**config.mk**
```make
export PLATFORM = sky130hd
export DESIGN_NAME = xml_tag_tokenizer_unit
export DESIGN_NICKNAME = d
export VERILOG_FILES = /design/src/rtl/xtt_pkg.sv /design/src/rtl/xml_tag_tokenizer_unit.sv
export VERILOG_INCLUDE_DIRS = /design/src /design/src/rtl
export SDC_FILE = /design/constraint.sdc
export NUM_CORES = 1
export LEC_CHECK = 0
export BUFFER_PORTS_ARGS = -buffer_cell sky130_fd_sc_hd__buf_2
export CORE_MARGIN = 4
export CORE_UTILIZATION = 60
export DETAILED_ROUTE_END_ITERATION = 12
export GPL_ROUTABILITY_DRIVEN = 0
export PLACE_DENSITY = 0.83
export RECOVER_POWER = 25
export SYNTH_ARGS = -nofsm -noshare
export SYNTH_HDL_FRONTEND = slang
export SYNTH_SLANG_ARGS = --single-unit
```
**constraint.sdc**
```tcl
create_clock -name clk -period 6.37 [get_ports clk]
set_clock_uncertainty 0.2 [all_clocks]
set_input_delay 0.637 -clock clk [delete_from_list [all_inputs] [get_ports clk]]
set_output_delay 0.637 -clock clk [all_outputs]
set_load 0.03 [all_outputs]
```
**src/rtl/xml_tag_tokenizer_unit_defines.svh**
```systemverilog
// ----------------------------------------------------------------------------
// XML tag tokenizer assertion macros
// Shared property forms for the tokenizer checks.
// ----------------------------------------------------------------------------
`ifndef XML_TAG_TOKENIZER_UNIT_DEFINES_SVH
`define XML_TAG_TOKENIZER_UNIT_DEFINES_SVH

// same-cycle implication, disabled during reset
`define XTT_ASSERT_NOW(lbl, clk, rst_n, ante, cons) \
  lbl: assert property (@(posedge clk) disable iff (!rst_n) (ante) |-> (cons)) \
    else $error("xtt check failed");

// next-cycle implication, disabled during reset
`define XTT_ASSERT_NEXT(lbl, clk, rst_n, ante, cons) \
  lbl: assert property (@(posedge clk) disable iff (!rst_n) (ante) |=> (cons)) \
    else $error("xtt check failed");

`endif

```
**src/rtl/xtt_pkg.sv**
```systemverilog
// ----------------------------------------------------------------------------
// XML tag tokenizer package
// Parse phases, result codes and character constants.
// ----------------------------------------------------------------------------
`timescale 1ns / 1ps

package xtt_pkg;

  localparam int CharW = 8;
  localparam int KindW = 3;
  localparam int TypeW = 2;
  localparam int ErrW  = 3;

  typedef enum logic [10:0] {
    PH_SEEK        = 11'b000_0000_0001,
    PH_AFTER_LT    = 11'b000_0000_0010,
    PH_TITLE_START = 11'b000_0000_0100,
    PH_TITLE       = 11'b000_0000_1000,
    PH_GAP         = 11'b000_0001_0000,
    PH_NAME        = 11'b000_0010_0000,
    PH_EQ          = 11'b000_0100_0000,
    PH_VALUE       = 11'b000_1000_0000,
    PH_VALUE_ESC   = 11'b001_0000_0000,
    PH_SLASH       = 11'b010_0000_0000,
    PH_DISCARD     = 11'b100_0000_0000
  } phase_t;

  localparam logic [KindW-1:0] KIND_OUTSIDE = 3'd0;
  localparam logic [KindW-1:0] KIND_MARKUP  = 3'd1;
  localparam logic [KindW-1:0] KIND_TITLE   = 3'd2;
  localparam logic [KindW-1:0] KIND_NAME    = 3'd3;
  localparam logic [KindW-1:0] KIND_VALUE   = 3'd4;
  localparam logic [KindW-1:0] KIND_DISCARD = 3'd5;

  localparam logic [TypeW-1:0] TAG_BEGIN  = 2'd0;
  localparam logic [TypeW-1:0] TAG_END    = 2'd1;
  localparam logic [TypeW-1:0] TAG_SINGLE = 2'd2;

  localparam logic [ErrW-1:0] ERR_NONE     = 3'd0;
  localparam logic [ErrW-1:0] ERR_NO_TITLE = 3'd1;
  localparam logic [ErrW-1:0] ERR_NO_EQ    = 3'd2;
  localparam logic [ErrW-1:0] ERR_NO_QUOTE = 3'd3;
  localparam logic [ErrW-1:0] ERR_DBL_SL   = 3'd4;
  localparam logic [ErrW-1:0] ERR_NO_GT    = 3'd5;

  localparam logic [CharW-1:0] CH_LT    = 8'h3C;
  localparam logic [CharW-1:0] CH_GT    = 8'h3E;
  localparam logic [CharW-1:0] CH_SLASH = 8'h2F;
  localparam logic [CharW-1:0] CH_EQ    = 8'h3D;
  localparam logic [CharW-1:0] CH_BSL   = 8'h5C;
  localparam logic [CharW-1:0] CH_QUOTE = 8'h22;
  localparam logic [CharW-1:0] CH_SPACE = 8'h20;
  localparam logic [CharW-1:0] CH_NL    = 8'h0A;
  localparam logic [CharW-1:0] CH_UNDER = 8'h5F;

  function automatic logic is_word(input logic [CharW-1:0] c);
    return (c >= 8'h61 && c <= 8'h7A) || (c >= 8'h41 && c <= 8'h5A) ||
           (c >= 8'h30 && c <= 8'h39) || (c == CH_UNDER);
  endfunction

  function automatic logic is_space(input logic [CharW-1:0] c);
    return (c == CH_SPACE) || (c == CH_NL);
  endfunction

endpackage

```
**src/rtl/xml_tag_tokenizer_unit.sv**
```systemverilog
// One byte enters per transfer and one classified result leaves for it, in order.
// Sustained rate is one byte per clock while the result side does not stall; a byte
// passes through the input register, then the result register, with the tag-parser
// next-state logic between them. Stalls on the result side hold the result
// register and back up through the input register.
// ----------------------------------------------------------------------------
// XML tag tokenizer unit
// Per-byte classifier for XML-like tags with attribute and error flags.
// ----------------------------------------------------------------------------
`timescale 1ns / 1ps
`include "xml_tag_tokenizer_unit_defines.svh"

module xml_tag_tokenizer_unit
  import xtt_pkg::*;
(
  input  logic             clk,
  input  logic             rst_n,
  input  logic             in_valid,
  output logic             in_stall,
  input  logic [CharW-1:0] in_char_in,
  output logic             out_valid,
  input  logic             out_stall,
  output logic [CharW-1:0] out_char_out,
  output logic [KindW-1:0] out_char_kind,
  output logic             out_attr_done,
  output logic             out_attr_has_value,
  output logic             out_tag_done,
  output logic [TypeW-1:0] out_tag_type,
  output logic [ErrW-1:0]  out_error_code
);

  logic             s1_valid_r;
  logic [CharW-1:0] s1_char_r;
  logic             adv;
  logic             step;

  phase_t phase_r, phase_nxt;
  logic   end_seen_r, end_seen_nxt;
  logic   dq_r, dq_nxt;
  logic   esc_r, esc_nxt;

  logic             out_valid_r;
  logic [CharW-1:0] char_r;
  logic [KindW-1:0] kind_r, kind_nxt;
  logic             adone_r, adone_nxt;
  logic             ahas_r, ahas_nxt;
  logic             tdone_r, tdone_nxt;
  logic [TypeW-1:0] ttype_r, ttype_nxt;
  logic [ErrW-1:0]  err_r, err_nxt;

  logic             do_tend;
  logic             do_fail;
  logic [ErrW-1:0]  fail_code;
  logic [CharW-1:0] c;

  assign adv      = !out_valid_r || !out_stall;
  assign step     = s1_valid_r && adv;
  assign in_stall = s1_valid_r && !adv;
  assign c        = s1_char_r;

  always_comb begin
    phase_nxt    = phase_r;
    end_seen_nxt = end_seen_r;
    dq_nxt       = dq_r;
    esc_nxt      = esc_r;
    kind_nxt     = KIND_OUTSIDE;
    adone_nxt    = 1'b0;
    ahas_nxt     = 1'b0;
    tdone_nxt    = 1'b0;
    ttype_nxt    = TAG_BEGIN;
    err_nxt      = ERR_NONE;
    do_tend      = 1'b0;
    do_fail      = 1'b0;
    fail_code    = ERR_NONE;

    case (phase_r)
      PH_AFTER_LT: begin
        if (c == CH_SLASH) begin
          kind_nxt     = KIND_MARKUP;
          end_seen_nxt = 1'b1;
          phase_nxt    = PH_TITLE_START;
        end else if (is_word(c)) begin
          kind_nxt  = KIND_TITLE;
          phase_nxt = PH_TITLE;
        end else begin
          do_fail   = 1'b1;
          fail_code = ERR_NO_TITLE;
        end
      end
      PH_TITLE_START: begin
        if (is_word(c)) begin
          kind_nxt  = KIND_TITLE;
          phase_nxt = PH_TITLE;
        end else begin
          do_fail   = 1'b1;
          fail_code = ERR_NO_TITLE;
        end
      end
      PH_TITLE: begin
        if (is_word(c)) begin
          kind_nxt = KIND_TITLE;
        end else if (is_space(c)) begin
          kind_nxt  = KIND_MARKUP;
          phase_nxt = PH_GAP;
        end else begin
          do_tend = 1'b1;
        end
      end
      PH_GAP: begin
        if (is_space(c)) begin
          kind_nxt = KIND_MARKUP;
        end else if (is_word(c)) begin
          kind_nxt  = KIND_NAME;
          phase_nxt = PH_NAME;
        end else begin
          do_tend = 1'b1;
        end
      end
      PH_NAME: begin
        if (is_word(c)) begin
          kind_nxt = KIND_NAME;
        end else if (is_space(c)) begin
          kind_nxt  = KIND_MARKUP;
          adone_nxt = 1'b1;
          phase_nxt = PH_GAP;
        end else if (c == CH_SLASH || c == CH_GT) begin
          adone_nxt = 1'b1;
          do_tend   = 1'b1;
        end else if (c == CH_EQ) begin
          kind_nxt  = KIND_MARKUP;
          phase_nxt = PH_EQ;
        end else begin
          do_fail   = 1'b1;
          fail_code = ERR_NO_EQ;
        end
      end
      PH_EQ: begin
        if (c == CH_QUOTE) begin
          kind_nxt  = KIND_MARKUP;
          phase_nxt = PH_VALUE;
        end else begin
          do_fail   = 1'b1;
          fail_code = ERR_NO_QUOTE;
        end
      end
      PH_VALUE: begin
        if (c == CH_BSL) begin
          kind_nxt  = KIND_VALUE;
          phase_nxt = PH_VALUE_ESC;
        end else if (c == CH_QUOTE) begin
          kind_nxt  = KIND_MARKUP;
          adone_nxt = 1'b1;
          ahas_nxt  = 1'b1;
          phase_nxt = PH_GAP;
        end else begin
          kind_nxt = KIND_VALUE;
        end
      end
      PH_VALUE_ESC: begin
        kind_nxt  = KIND_VALUE;
        phase_nxt = PH_VALUE;
      end
      PH_SLASH: begin
        if (c == CH_GT) begin
          kind_nxt     = KIND_MARKUP;
          tdone_nxt    = 1'b1;
          ttype_nxt    = TAG_SINGLE;
          phase_nxt    = PH_SEEK;
          end_seen_nxt = 1'b0;
        end else begin
          do_fail   = 1'b1;
          fail_code = ERR_NO_GT;
        end
      end
      PH_DISCARD: begin
        kind_nxt = KIND_DISCARD;
        if (dq_r) begin
          if (esc_r) begin
            esc_nxt = 1'b0;
          end else if (c == CH_BSL) begin
            esc_nxt = 1'b1;
          end else if (c == CH_QUOTE) begin
            dq_nxt = 1'b0;
          end
        end else if (c == CH_QUOTE) begin
          dq_nxt  = 1'b1;
          esc_nxt = 1'b0;
        end else if (c == CH_GT) begin
          phase_nxt    = PH_SEEK;
          end_seen_nxt = 1'b0;
        end
      end
      default: begin
        end_seen_nxt = 1'b0;
        if (c == CH_LT) begin
          kind_nxt  = KIND_MARKUP;
          phase_nxt = PH_AFTER_LT;
        end else begin
          kind_nxt  = KIND_OUTSIDE;
          phase_nxt = PH_SEEK;
        end
      end
    endcase

    // only '/' or '>' may close here
    if (do_tend) begin
      if (c == CH_SLASH) begin
        if (end_seen_r) begin
          do_fail   = 1'b1;
          fail_code = ERR_DBL_SL;
        end else begin
          kind_nxt  = KIND_MARKUP;
          phase_nxt = PH_SLASH;
        end
      end else if (c == CH_GT) begin
        kind_nxt     = KIND_MARKUP;
        tdone_nxt    = 1'b1;
        ttype_nxt    = end_seen_r ? TAG_END : TAG_BEGIN;
        phase_nxt    = PH_SEEK;
        end_seen_nxt = 1'b0;
      end else begin
        do_fail   = 1'b1;
        fail_code = ERR_NO_GT;
      end
    end

    if (do_fail) begin
      kind_nxt = KIND_DISCARD;
      err_nxt  = fail_code;
      esc_nxt  = 1'b0;
      if (c == CH_GT) begin
        dq_nxt       = 1'b0;
        phase_nxt    = PH_SEEK;
        end_seen_nxt = 1'b0;
      end else begin
        dq_nxt    = (c == CH_QUOTE);
        phase_nxt = PH_DISCARD;
      end
    end
  end

  always_ff @(posedge clk) begin
    if (!rst_n) begin
      s1_valid_r  <= 1'b0;
      out_valid_r <= 1'b0;
      phase_r     <= PH_SEEK;
      end_seen_r  <= 1'b0;
      dq_r        <= 1'b0;
      esc_r       <= 1'b0;
    end else begin
      if (!in_stall) begin
        s1_valid_r <= in_valid;
      end
      if (adv) begin
        out_valid_r <= s1_valid_r;
      end
      if (step) begin
        phase_r    <= phase_nxt;
        end_seen_r <= end_seen_nxt;
        dq_r       <= dq_nxt;
        esc_r      <= esc_nxt;
      end
    end
  end

  always_ff @(posedge clk) begin
    if (!in_stall && in_valid) begin
      s1_char_r <= in_char_in;
    end
    if (step) begin
      char_r  <= s1_char_r;
      kind_r  <= kind_nxt;
      adone_r <= adone_nxt;
      ahas_r  <= ahas_nxt;
      tdone_r <= tdone_nxt;
      ttype_r <= ttype_nxt;
      err_r   <= err_nxt;
    end
  end

  assign out_valid          = out_valid_r;
  assign out_char_out       = char_r;
  assign out_char_kind      = kind_r;
  assign out_attr_done      = adone_r;
  assign out_attr_has_value = ahas_r;
  assign out_tag_done       = tdone_r;
  assign out_tag_type       = ttype_r;
  assign out_error_code     = err_r;

  `XTT_ASSERT_NOW(a_tag_done_clean, clk, rst_n, out_valid_r && tdone_r, err_r == ERR_NONE && kind_r == KIND_MARKUP)
  `XTT_ASSERT_NOW(a_err_discard, clk, rst_n, out_valid_r && err_r != ERR_NONE, kind_r == KIND_DISCARD)
  `XTT_ASSERT_NOW(a_has_value_done, clk, rst_n, out_valid_r && ahas_r, adone_r && kind_r == KIND_MARKUP)
  `XTT_ASSERT_NOW(a_esc_in_quotes, clk, rst_n, esc_r, phase_r == PH_DISCARD && dq_r)
  `XTT_ASSERT_NEXT(a_s1_hold, clk, rst_n, s1_valid_r && !adv, s1_valid_r && $stable(s1_char_r))

endmodule

```
# --- Word-level counts from Yosys, hierarchy flattened ---
# Index checks and enable logic that the tools add are counted.
totals:
  regBits: 43
  latchBits: 0
  mem_bits_rw: 0
  rom_bits: 0
  input_bits: 12
  mem_count: 0
classes:
  add_sub_neg: 0
  n_mul: 0
  n_div: 0
  order_cmp: 6
  eq_ne: 19
  shifts: 0
  mux: 115
  bitwise_logic: 0
  n_reduce_logical: 21
op_table:
  columns: ["op", "n"]
  rows:
  - ["$mux W11", 22]
  - ["$pmux W11 S10", 1]
  - ["$mux W1", 58]
  - ["$eq A8 B6 Y1 const B", 6]
  - ["$mux W2", 17]
  - ["$mux W3", 11]
  - ["$pmux W3 S10", 1]
  - ["$eq A8 B7 Y1 const B", 2]
  - ["$ge A8 B7 Y1 const B", 2]
  - ["$le A8 B7 Y1 const B", 2]
  - ["$pmux W3 S5", 1]
  - ["$eq A11 B10 Y1 const B", 1]
  - ["$eq A11 B11 Y1 const B", 1]
  - ["$eq A11 B2 Y1 const B", 1]
  - ["$eq A11 B3 Y1 const B", 1]
  - ["$eq A11 B4 Y1 const B", 1]
  - ["$eq A11 B5 Y1 const B", 1]
  - ["$eq A11 B6 Y1 const B", 1]
  - ["$eq A11 B7 Y1 const B", 1]
  - ["$eq A11 B8 Y1 const B", 1]
  - ["$eq A11 B9 Y1 const B", 1]
  - ["$eq A8 B4 Y1 const B", 1]
  - ["$ge A8 B6 Y1 const B", 1]
  - ["$le A8 B6 Y1 const B", 1]
  - ["other kinds (12)", 25]

# --- Longest topological paths before layout ---
# Gate-level depths: netlist of run 1.
logic_depth:
  ltp_word: 13
  depth_mapped: 9

# --- Worst setup path after synthesis of run 1 ---
# Ideal clock, no wire load.
synth_path:
  kind: "reg-to-reg"
  from: "reg phase_r[10]"
  to: "reg kind_r[0] (netlist: out_char_kind[0]), data pin"
  arrival_ns: 2.152
  required_time_ns: 5.916
  path_slack_ns: 3.763
  path_stages_with_launch: 9
  n_path_buf: 1
  synth_period_minus_slack_ns: 2.607
  cell_sequence: "dfxtp_1 -> clkbuf_2 -> or4_1 -> nor3_1 -> o211a_1 -> nor3_1 -> a2111oi_0 -> o211ai_1 -> a21o_2"
synth_via:
  elab_chain_cells: 5
  elab_cells_between_ends: 21
  classes_between: "eq/ne (10); mux (11)"
synth_rtl:
  columns: ["item", "line_no", "source"]
  rows:
  - ["start, declared", "xml_tag_tokenizer_unit.sv:37", "phase_t phase_r, phase_nxt;"]
  - ["start signal, assigned", "xml_tag_tokenizer_unit.sv:258", "phase_r <= phase_nxt;"]
  - ["$eq A11 B11 Y1, or another cell as far along", "xml_tag_tokenizer_unit.sv:76", "case (phase_r)"]
  - ["$pmux W3 S10 / $pmux W1 S5 (equally long branches)", "xml_tag_tokenizer_unit.sv:76", null]
  - ["$mux W3, or another cell as far along", "xml_tag_tokenizer_unit.sv:215", "end else if (c == CH_GT) begin"]
  - ["$mux W3 / $mux W1 (equally long branches)", "xml_tag_tokenizer_unit.sv:207", "if (c == CH_SLASH) begin"]
  - ["$mux W3 / $mux W1 (equally long branches)", "xml_tag_tokenizer_unit.sv:206", "if (do_tend) begin"]
  - ["end signal, assigned", "xml_tag_tokenizer_unit.sv:272", "kind_r <= kind_nxt;"]
  - ["end, declared", "xml_tag_tokenizer_unit.sv:44", "logic [KindW-1:0] kind_r, kind_nxt;"]
# Parallel ways exist; a longest one is shown, timed or not.
# A chain may end at the register's enable or synchronous reset.

# --- Final worst setup path of run 1 ---
layout_path:
  from: "reg s1_char_r[7] (netlist: c[7])"
  to: "reg phase_r[6]"
layout_via:
  elab_chain_cells: 12
  elab_cells_between_ends: 64
  classes_between: "order compare (6); eq/ne (8); mux (42); reduce/logical (8)"
layout_rtl:
  columns: ["item", "line_no", "source"]
  rows:
  - ["start, declared", "xml_tag_tokenizer_unit.sv:33", "logic [CharW-1:0] s1_char_r;"]
  - ["start signal, assigned", "xml_tag_tokenizer_unit.sv:268", "s1_char_r <= in_char_in;"]
  - ["$ge A8 B7 Y1 / $le A8 B7 Y1 (equally long branches)", "xtt_pkg.sv:57", "return (c >= 8'h61 && c <= 8'h7A) || (c >= 8'h41 && c <= 8'h5A) ||"]
  - ["$logic_and A1 B1 Y1", "xtt_pkg.sv:57", null]
  - ["$logic_or A1 B1 Y1 (2 in series)", "xtt_pkg.sv:57", null]
  - ["$logic_or A1 B1 Y1", "xtt_pkg.sv:58", "(c >= 8'h30 && c <= 8'h39) || (c == CH_UNDER);"]
  - ["$mux W11, or another cell as far along", "xml_tag_tokenizer_unit.sv:112", "end else if (is_word(c)) begin"]
  - ["$mux W11, or another cell as far along", "xml_tag_tokenizer_unit.sv:110", "if (is_space(c)) begin"]
  - ["$pmux W11 S10 / $pmux W1 S5 (equally long branches)", "xml_tag_tokenizer_unit.sv:76", null]
  - ["$mux W11, or another cell as far along", "xml_tag_tokenizer_unit.sv:215", null]
  - ["$mux W11 / $mux W1 (equally long branches)", "xml_tag_tokenizer_unit.sv:207", null]
  - ["$mux W11 / $mux W1 (equally long branches)", "xml_tag_tokenizer_unit.sv:206", null]
  - ["$mux W11 (*)", "xml_tag_tokenizer_unit.sv:227", "if (do_fail) begin"]
# Every way passes the cells marked *; elsewhere a longest branch is shown, timed or not.

==> results of run 1 <==
==> stage by stage <==
step                      area, um2  hold slack [ns]
after floorplan                2430            0.251
after global placement         2600            0.296
after detailed placement       2600            0.327
after CTS                      2680            0.301
after global routing           2670            0.297
final                          2670            0.304
==> metal layers <==
layer | GRT usage [%] | share of wire [%]
met4 | 8.56 | 2.6
met2 | 38.3 | 46
met1 | 33.3 | 41
met3 | 7.15 | 11
met5 | 0 | 0
==> worst max-delay path by stage <==
stage	to	slack, ns	cells past startpoint
finish	phase_r[6]	3.11	7
global route	phase_r[10]	2.95	7
CTS	phase_r[6]	3.23	7
detailed placement	phase_r[10]	3.25	7
global placement	esc_r	3.34	7
floorplan	out_char_kind[0]	3.76	8
==> cell type report <==
cell class	instances	area (um2)	area share [%]
clock buffer	6	72.6	2.71
sequential	43	1130	42.3
clock inverter	2	12.5	0.468
inverter	5	18.8	0.702
timing repair buffer	32	153	5.71
tap	48	60.1	2.25
multi-input combinational	186	1230	45.9
==> logic make-up (layout without fill, tap and decap cells) <==
group	Yosys count	after routing	synth area share, %
and+or+nand+nor	114	114	28.8
xor gates and xnor gates	4	4	1.44
DFF	43	43	46.5
AOI/OAI and AO/OA	68	68	20.2
buffers and inverters	17	45	3.04
==> critical path, stage by stage (launching register included) <==
cell       delay, ns
edfxtp_1        0.57
nand4bb_1       0.42
a211oi_1        0.77
nor4_1          0.15
o22ai_2         0.19
nand3_2         0.20
or4_1           0.54
a21boi_1        0.15
==> registers in the layout, indices dropped and copies added (netlist names) <==
name / count
out_attr_has_value: 1
dq_r: 1
out_attr_done: 1
end_seen_r: 1
esc_r: 1
out_tag_done: 1
out_char_out: 8
out_error_code: 3
s1_valid_r: 1
phase_r: 11
out_char_kind: 3
out_valid: 1
out_tag_type: 2
c: 8
==> report_power, final <==
part	switching, mW	internal [mW]
registers	0.00982	0.306
clock network	0.0968	0.0767
logic	0.0321	0.0130
total	0.139	0.396
==> placed cells by master, fill, tap and decap left out, types with 5 or more instances in the layout <==
| master | netlist | layout |
|---|---|---|
| clkbuf_1 | 9 | 7 |
| buf_2 | 0 | 26 |
| nor2b_1 | 10 | 10 |
| nor4_1 | 7 | 7 |
| nor3_1 | 8 | 8 |
| nand2_1 | 23 | 23 |
| inv_1 | 5 | 5 |
| nor2_1 | 14 | 14 |
| dfxtp_1 | 16 | 16 |
| or3_1 | 7 | 7 |
| edfxtp_1 | 27 | 27 |
| a21oi_1 | 12 | 12 |
| o21ai_0 | 16 | 16 |
| clkbuf_8 | 0 | 5 |
==> results.cfg, run 1 <==
[logic_synthesis]
synth.most_common_cell = edfxtp_1
syn-num-nets = 258
synth_edf_count = 27
ys_seq_elements = 43
yosysUniqueCellTypes = 59
synth_commonest_cells = edfxtp_1, nand2_1, dfxtp_1, o21ai_0, nor2_1
yosys-top-cells-area = edfxtp_1, dfxtp_1, nand2_1
avgSynthCellArea_um2 = 9.88
ys_async_sr_fraction_pct = 0
syn_inst = 246
synth_area_um2 = 2430
yosys_warnings = 0
yosysTopAreaCellShare_pct = 33.4
yosys.area.top_type = edfxtp_1
synth_ff_type = edfxtp_1
yosysSeqAreaShare_pct = 46.5

[min_path]
hp-start = in_char_in[0]
hold_class = in -> reg
whs_path_depth = 1
hold_end = c[0]

[clock_network]
cts_root_buf = clkbuf_8
path_clk_slew_ns = 0.08
post_cts_resized = 0
insertion_delay_ns = 0.30
post_cts_buffers = 0
htreeDepth = 2
cts_tree = done
cts_sinks = 43
ctsLongestPathBuffers = 2
numCtsBuffers = 5
hold_buffers = 0

[placement]
dp_hpwl_um = 4440
portBuffers = 32
dpl_worst_slack_ns = 3.25
dp_cells = 314

[critical_path]
cp-startpoint = c[7]
r2r_setup_slack_ns = 3.11
worstSetupPathType = reg -> reg
cp.arrival_ns = 3.30
path_max_fanout = 9
r2r-start = c[7]
reg2reg_to = phase_r[6]
end_kind = register
start_kind = register
required_ns = 6.41
reg2regPathDepth = 7

[floorplanning]
die_x_um = 71.7
placementRows = 22
die_y_um = 71.7
die_area_um2 = 5130
coreArea_um2 = 3800
io_pins = 33
initial_core_util_pct = 64.0

[route]
drc_errors = 0
wl_um = 5990
avgRoutedWirePerCell_um = 18.6
vias_per_cell = 6.75
drtPass1Iterations = 5
final_antenna_net_count = 0
vias = 2173
drtIter0Drc = 278

[global_route]
grt_pass1_vias = 1952
antenna_found_initial = 0
grt_max_degree = 30
overflow = 0
grt_pass1_wl_um = 9960
grt_usage_pct = 24.8

[finish]
n_antenna_cell = 0
finalNetCount = 285
instances_no_fill = 322
fin_util_pct = 70.4
n_fill_cell = 309
area_growth_pct = 9.98
drive_above_1_share_pct = 15.7

[timing]
finalWorstSetupSlack_ns = 3.11
rsz0062_at_grt = false
setup_viol = 0
worst_pin_slew_ns = 1.01
max-slew-margin-rel_pct = 32.5
drv_slew = 0
setup_tns_ns = 0
period_needed_ns = 3.26
clock.fmax_mhz = 307
period_share_pct = 51.2
hold_viol_final = 0

[power]
peakVddDrop_v = 0.000162
powerDensity_nw_per_um2 = 200
finalPower_mw = 0.534
p_leak_nw = 0.946

[run_status]
outcome = completed

[flow_run]
maxCapViolations = 0
Power figures use the tool's default switching activity.
==> run 2: changes to the inputs <==
- CORE_UTILIZATION: 60 -> 57
- PLACE_DENSITY: 0.83 -> 0.79
- clock period: 6.37 -> 3.3 ns (I/O delays scaled with it)
==> run 2 against run 1 <==
Against the previous run: sequential share of layout area is 2.5 points lower; final cell count is 5.3% higher; core utilization is 0.36 points lower; maximum frequency is 6.6% higher; via count is 3.3% higher; routed wire length is 1.2% higher; combinational power is 110% higher; first-iteration DRC count is 32% higher; critical path type unchanged; largest cell class unchanged.
==> results.cfg, run 2 (synthesized netlist as in run 1, its figures left out) <==
[run_status]
outcome = completed

[clock_network]
cts_sinks = 43
post_cts_resized = 0
cts_root_buf = clkbuf_8
numCtsBuffers = 5
path_clk_slew_ns = 0.09
htreeDepth = 2
ctsLongestPathBuffers = 2
insertion_delay_ns = 0.30
cts_tree = done

[finish]
layout_commonest_cell = buf_2
area_growth_pct = 16.9
final_cell_mix = buf_2, edfxtp_1, nand2_1, o21ai_0, dfxtp_1
top_register = phase_r
n_antenna_cell = 0
instances_no_fill = 339
largest_reg_flops = 11
multi_input_area_um2 = 1230
drive_above_1_share_pct = 18.3
finalNetCount = 300
n_fill_cell = 311
regArea_um2 = 1130

[route]
vias_per_cell = 6.62
final_antenna_net_count = 0
drc_errors = 0
drtPass1Iterations = 5
drt-met1-wl_um = 2490
highest-signal-layer = met4
drtIter0Drc = 366
avgRoutedWirePerCell_um = 17.9
vias = 2245
wl_um = 6060
route.met2.wl_um = 2740
wl_met3_um = 688

[timing]
setup_viol = 0
hold_viol_final = 0
rsz0062_at_grt = false
period_needed_ns = 3.06
period_share_pct = 92.7
holdWs_ns = 0.0417
clock.fmax_mhz = 327
max-slew-margin-rel_pct = 55.5
setup_tns_ns = 0
drv_slew = 0
worst_pin_slew_ns = 0.666

[floorplanning]
die_y_um = 73.3
coreArea_um2 = 4060
io_pins = 33
die_area_um2 = 5370
placementRows = 23
initial_core_util_pct = 59.9
die_x_um = 73.3

[power]
peakVddDrop_v = 0.000264
p_leak_nw = 1.03
powerDensity_nw_per_um2 = 398

[global_route]
grt_pass1_wl_um = 10200
overflow = 0
antenna_found_initial = 0
grt_usage_pct = 24.6
grt_max_degree = 21
grt_pass1_vias = 2061

[critical_path]
required_ns = 3.31
path_max_fanout = 9
start_kind = register
worstSetupPathType = reg -> reg
cp.arrival_ns = 3.06
end_kind = register

[min_path]
hold_class = in -> reg

[placement]
dp_cells = 323
dp_hpwl_um = 4150
portBuffers = 32

[flow_run]
maxCapViolations = 0
## run 2: changes by cell type in the layout (fill, tap and decap cells not counted)
cell | before | now
buf_2 | 26 | 28
buf_4 | 0 | 7
bufinv_16 | 0 | 1
clkbuf_1 | 7 | 4
clkinv_2 | 1 | 0
dlygate4sd3_1 | 0 | 8
inv_6 | 0 | 1
## run 2: final timing paths
kind | startpoint | to | slack, ns | cells after the start
worst min register to register | s1_valid_r | out_valid | 0.33 | 2
worst max-delay path | c[6] | esc_r | 0.24 | 7
worst min-delay path | in_valid | s1_valid_r | 0.04 | 2
worst max register to register | c[6] | esc_r | 0.24 | 7
## run 2: metrics by stage
stage               worst slack, ns  utilization [%]  total power, mW  area, um2
floorplan                     0.693                -            0.679       2430
global placement              0.399             65.3            0.707       2650
detailed placement            0.362             65.3            0.709       2650
CTS                           0.340             69.7             1.13       2830
global route                  0.134             70.0             1.17       2840
finish                        0.240             70.0             1.13       2840
## run 2: layout make-up
| type | instances | area share, % |
|---|---|---|
| tap | 50 | 2.20 |
| inverter | 5 | 0.661 |
| clock inverter | 3 | 1.63 |
| sequential | 43 | 39.8 |
| multi-input combinational | 186 | 43.2 |
| timing repair buffer | 47 | 10.1 |
| clock buffer | 5 | 2.42 |
## run 2: metal layers
metal  track usage, %  up-vias
li1                 -     1042
met1             34.7     1037
met2             37.1      151
met3             4.51       15
met4             10.3        0
met5                0        -
## run 2: what timing repair did
action                                  4_1_cts  5_1_grt
endpoints found under the setup margin        0        0
endpoints found under the hold margin         6        2
hold buffers                                  6        2
setup buffers                                 0        0
## run 2: worst max-delay path, stage by stage, from the launching register on
cell	delay (ns)
edfxtp_1	0.54
nand4bb_1	0.43
or3_1	0.57
nand2b_1	0.17
and2_1	0.20
o211ai_1	0.26
or3_1	0.39
and4_1	0.20
## run 2: power breakdown
part           internal (mW)  switching (mW)  total [mW]
Sequential             0.590          0.0189       0.609
Clock                  0.228           0.198       0.426
Combinational         0.0343          0.0623      0.0967
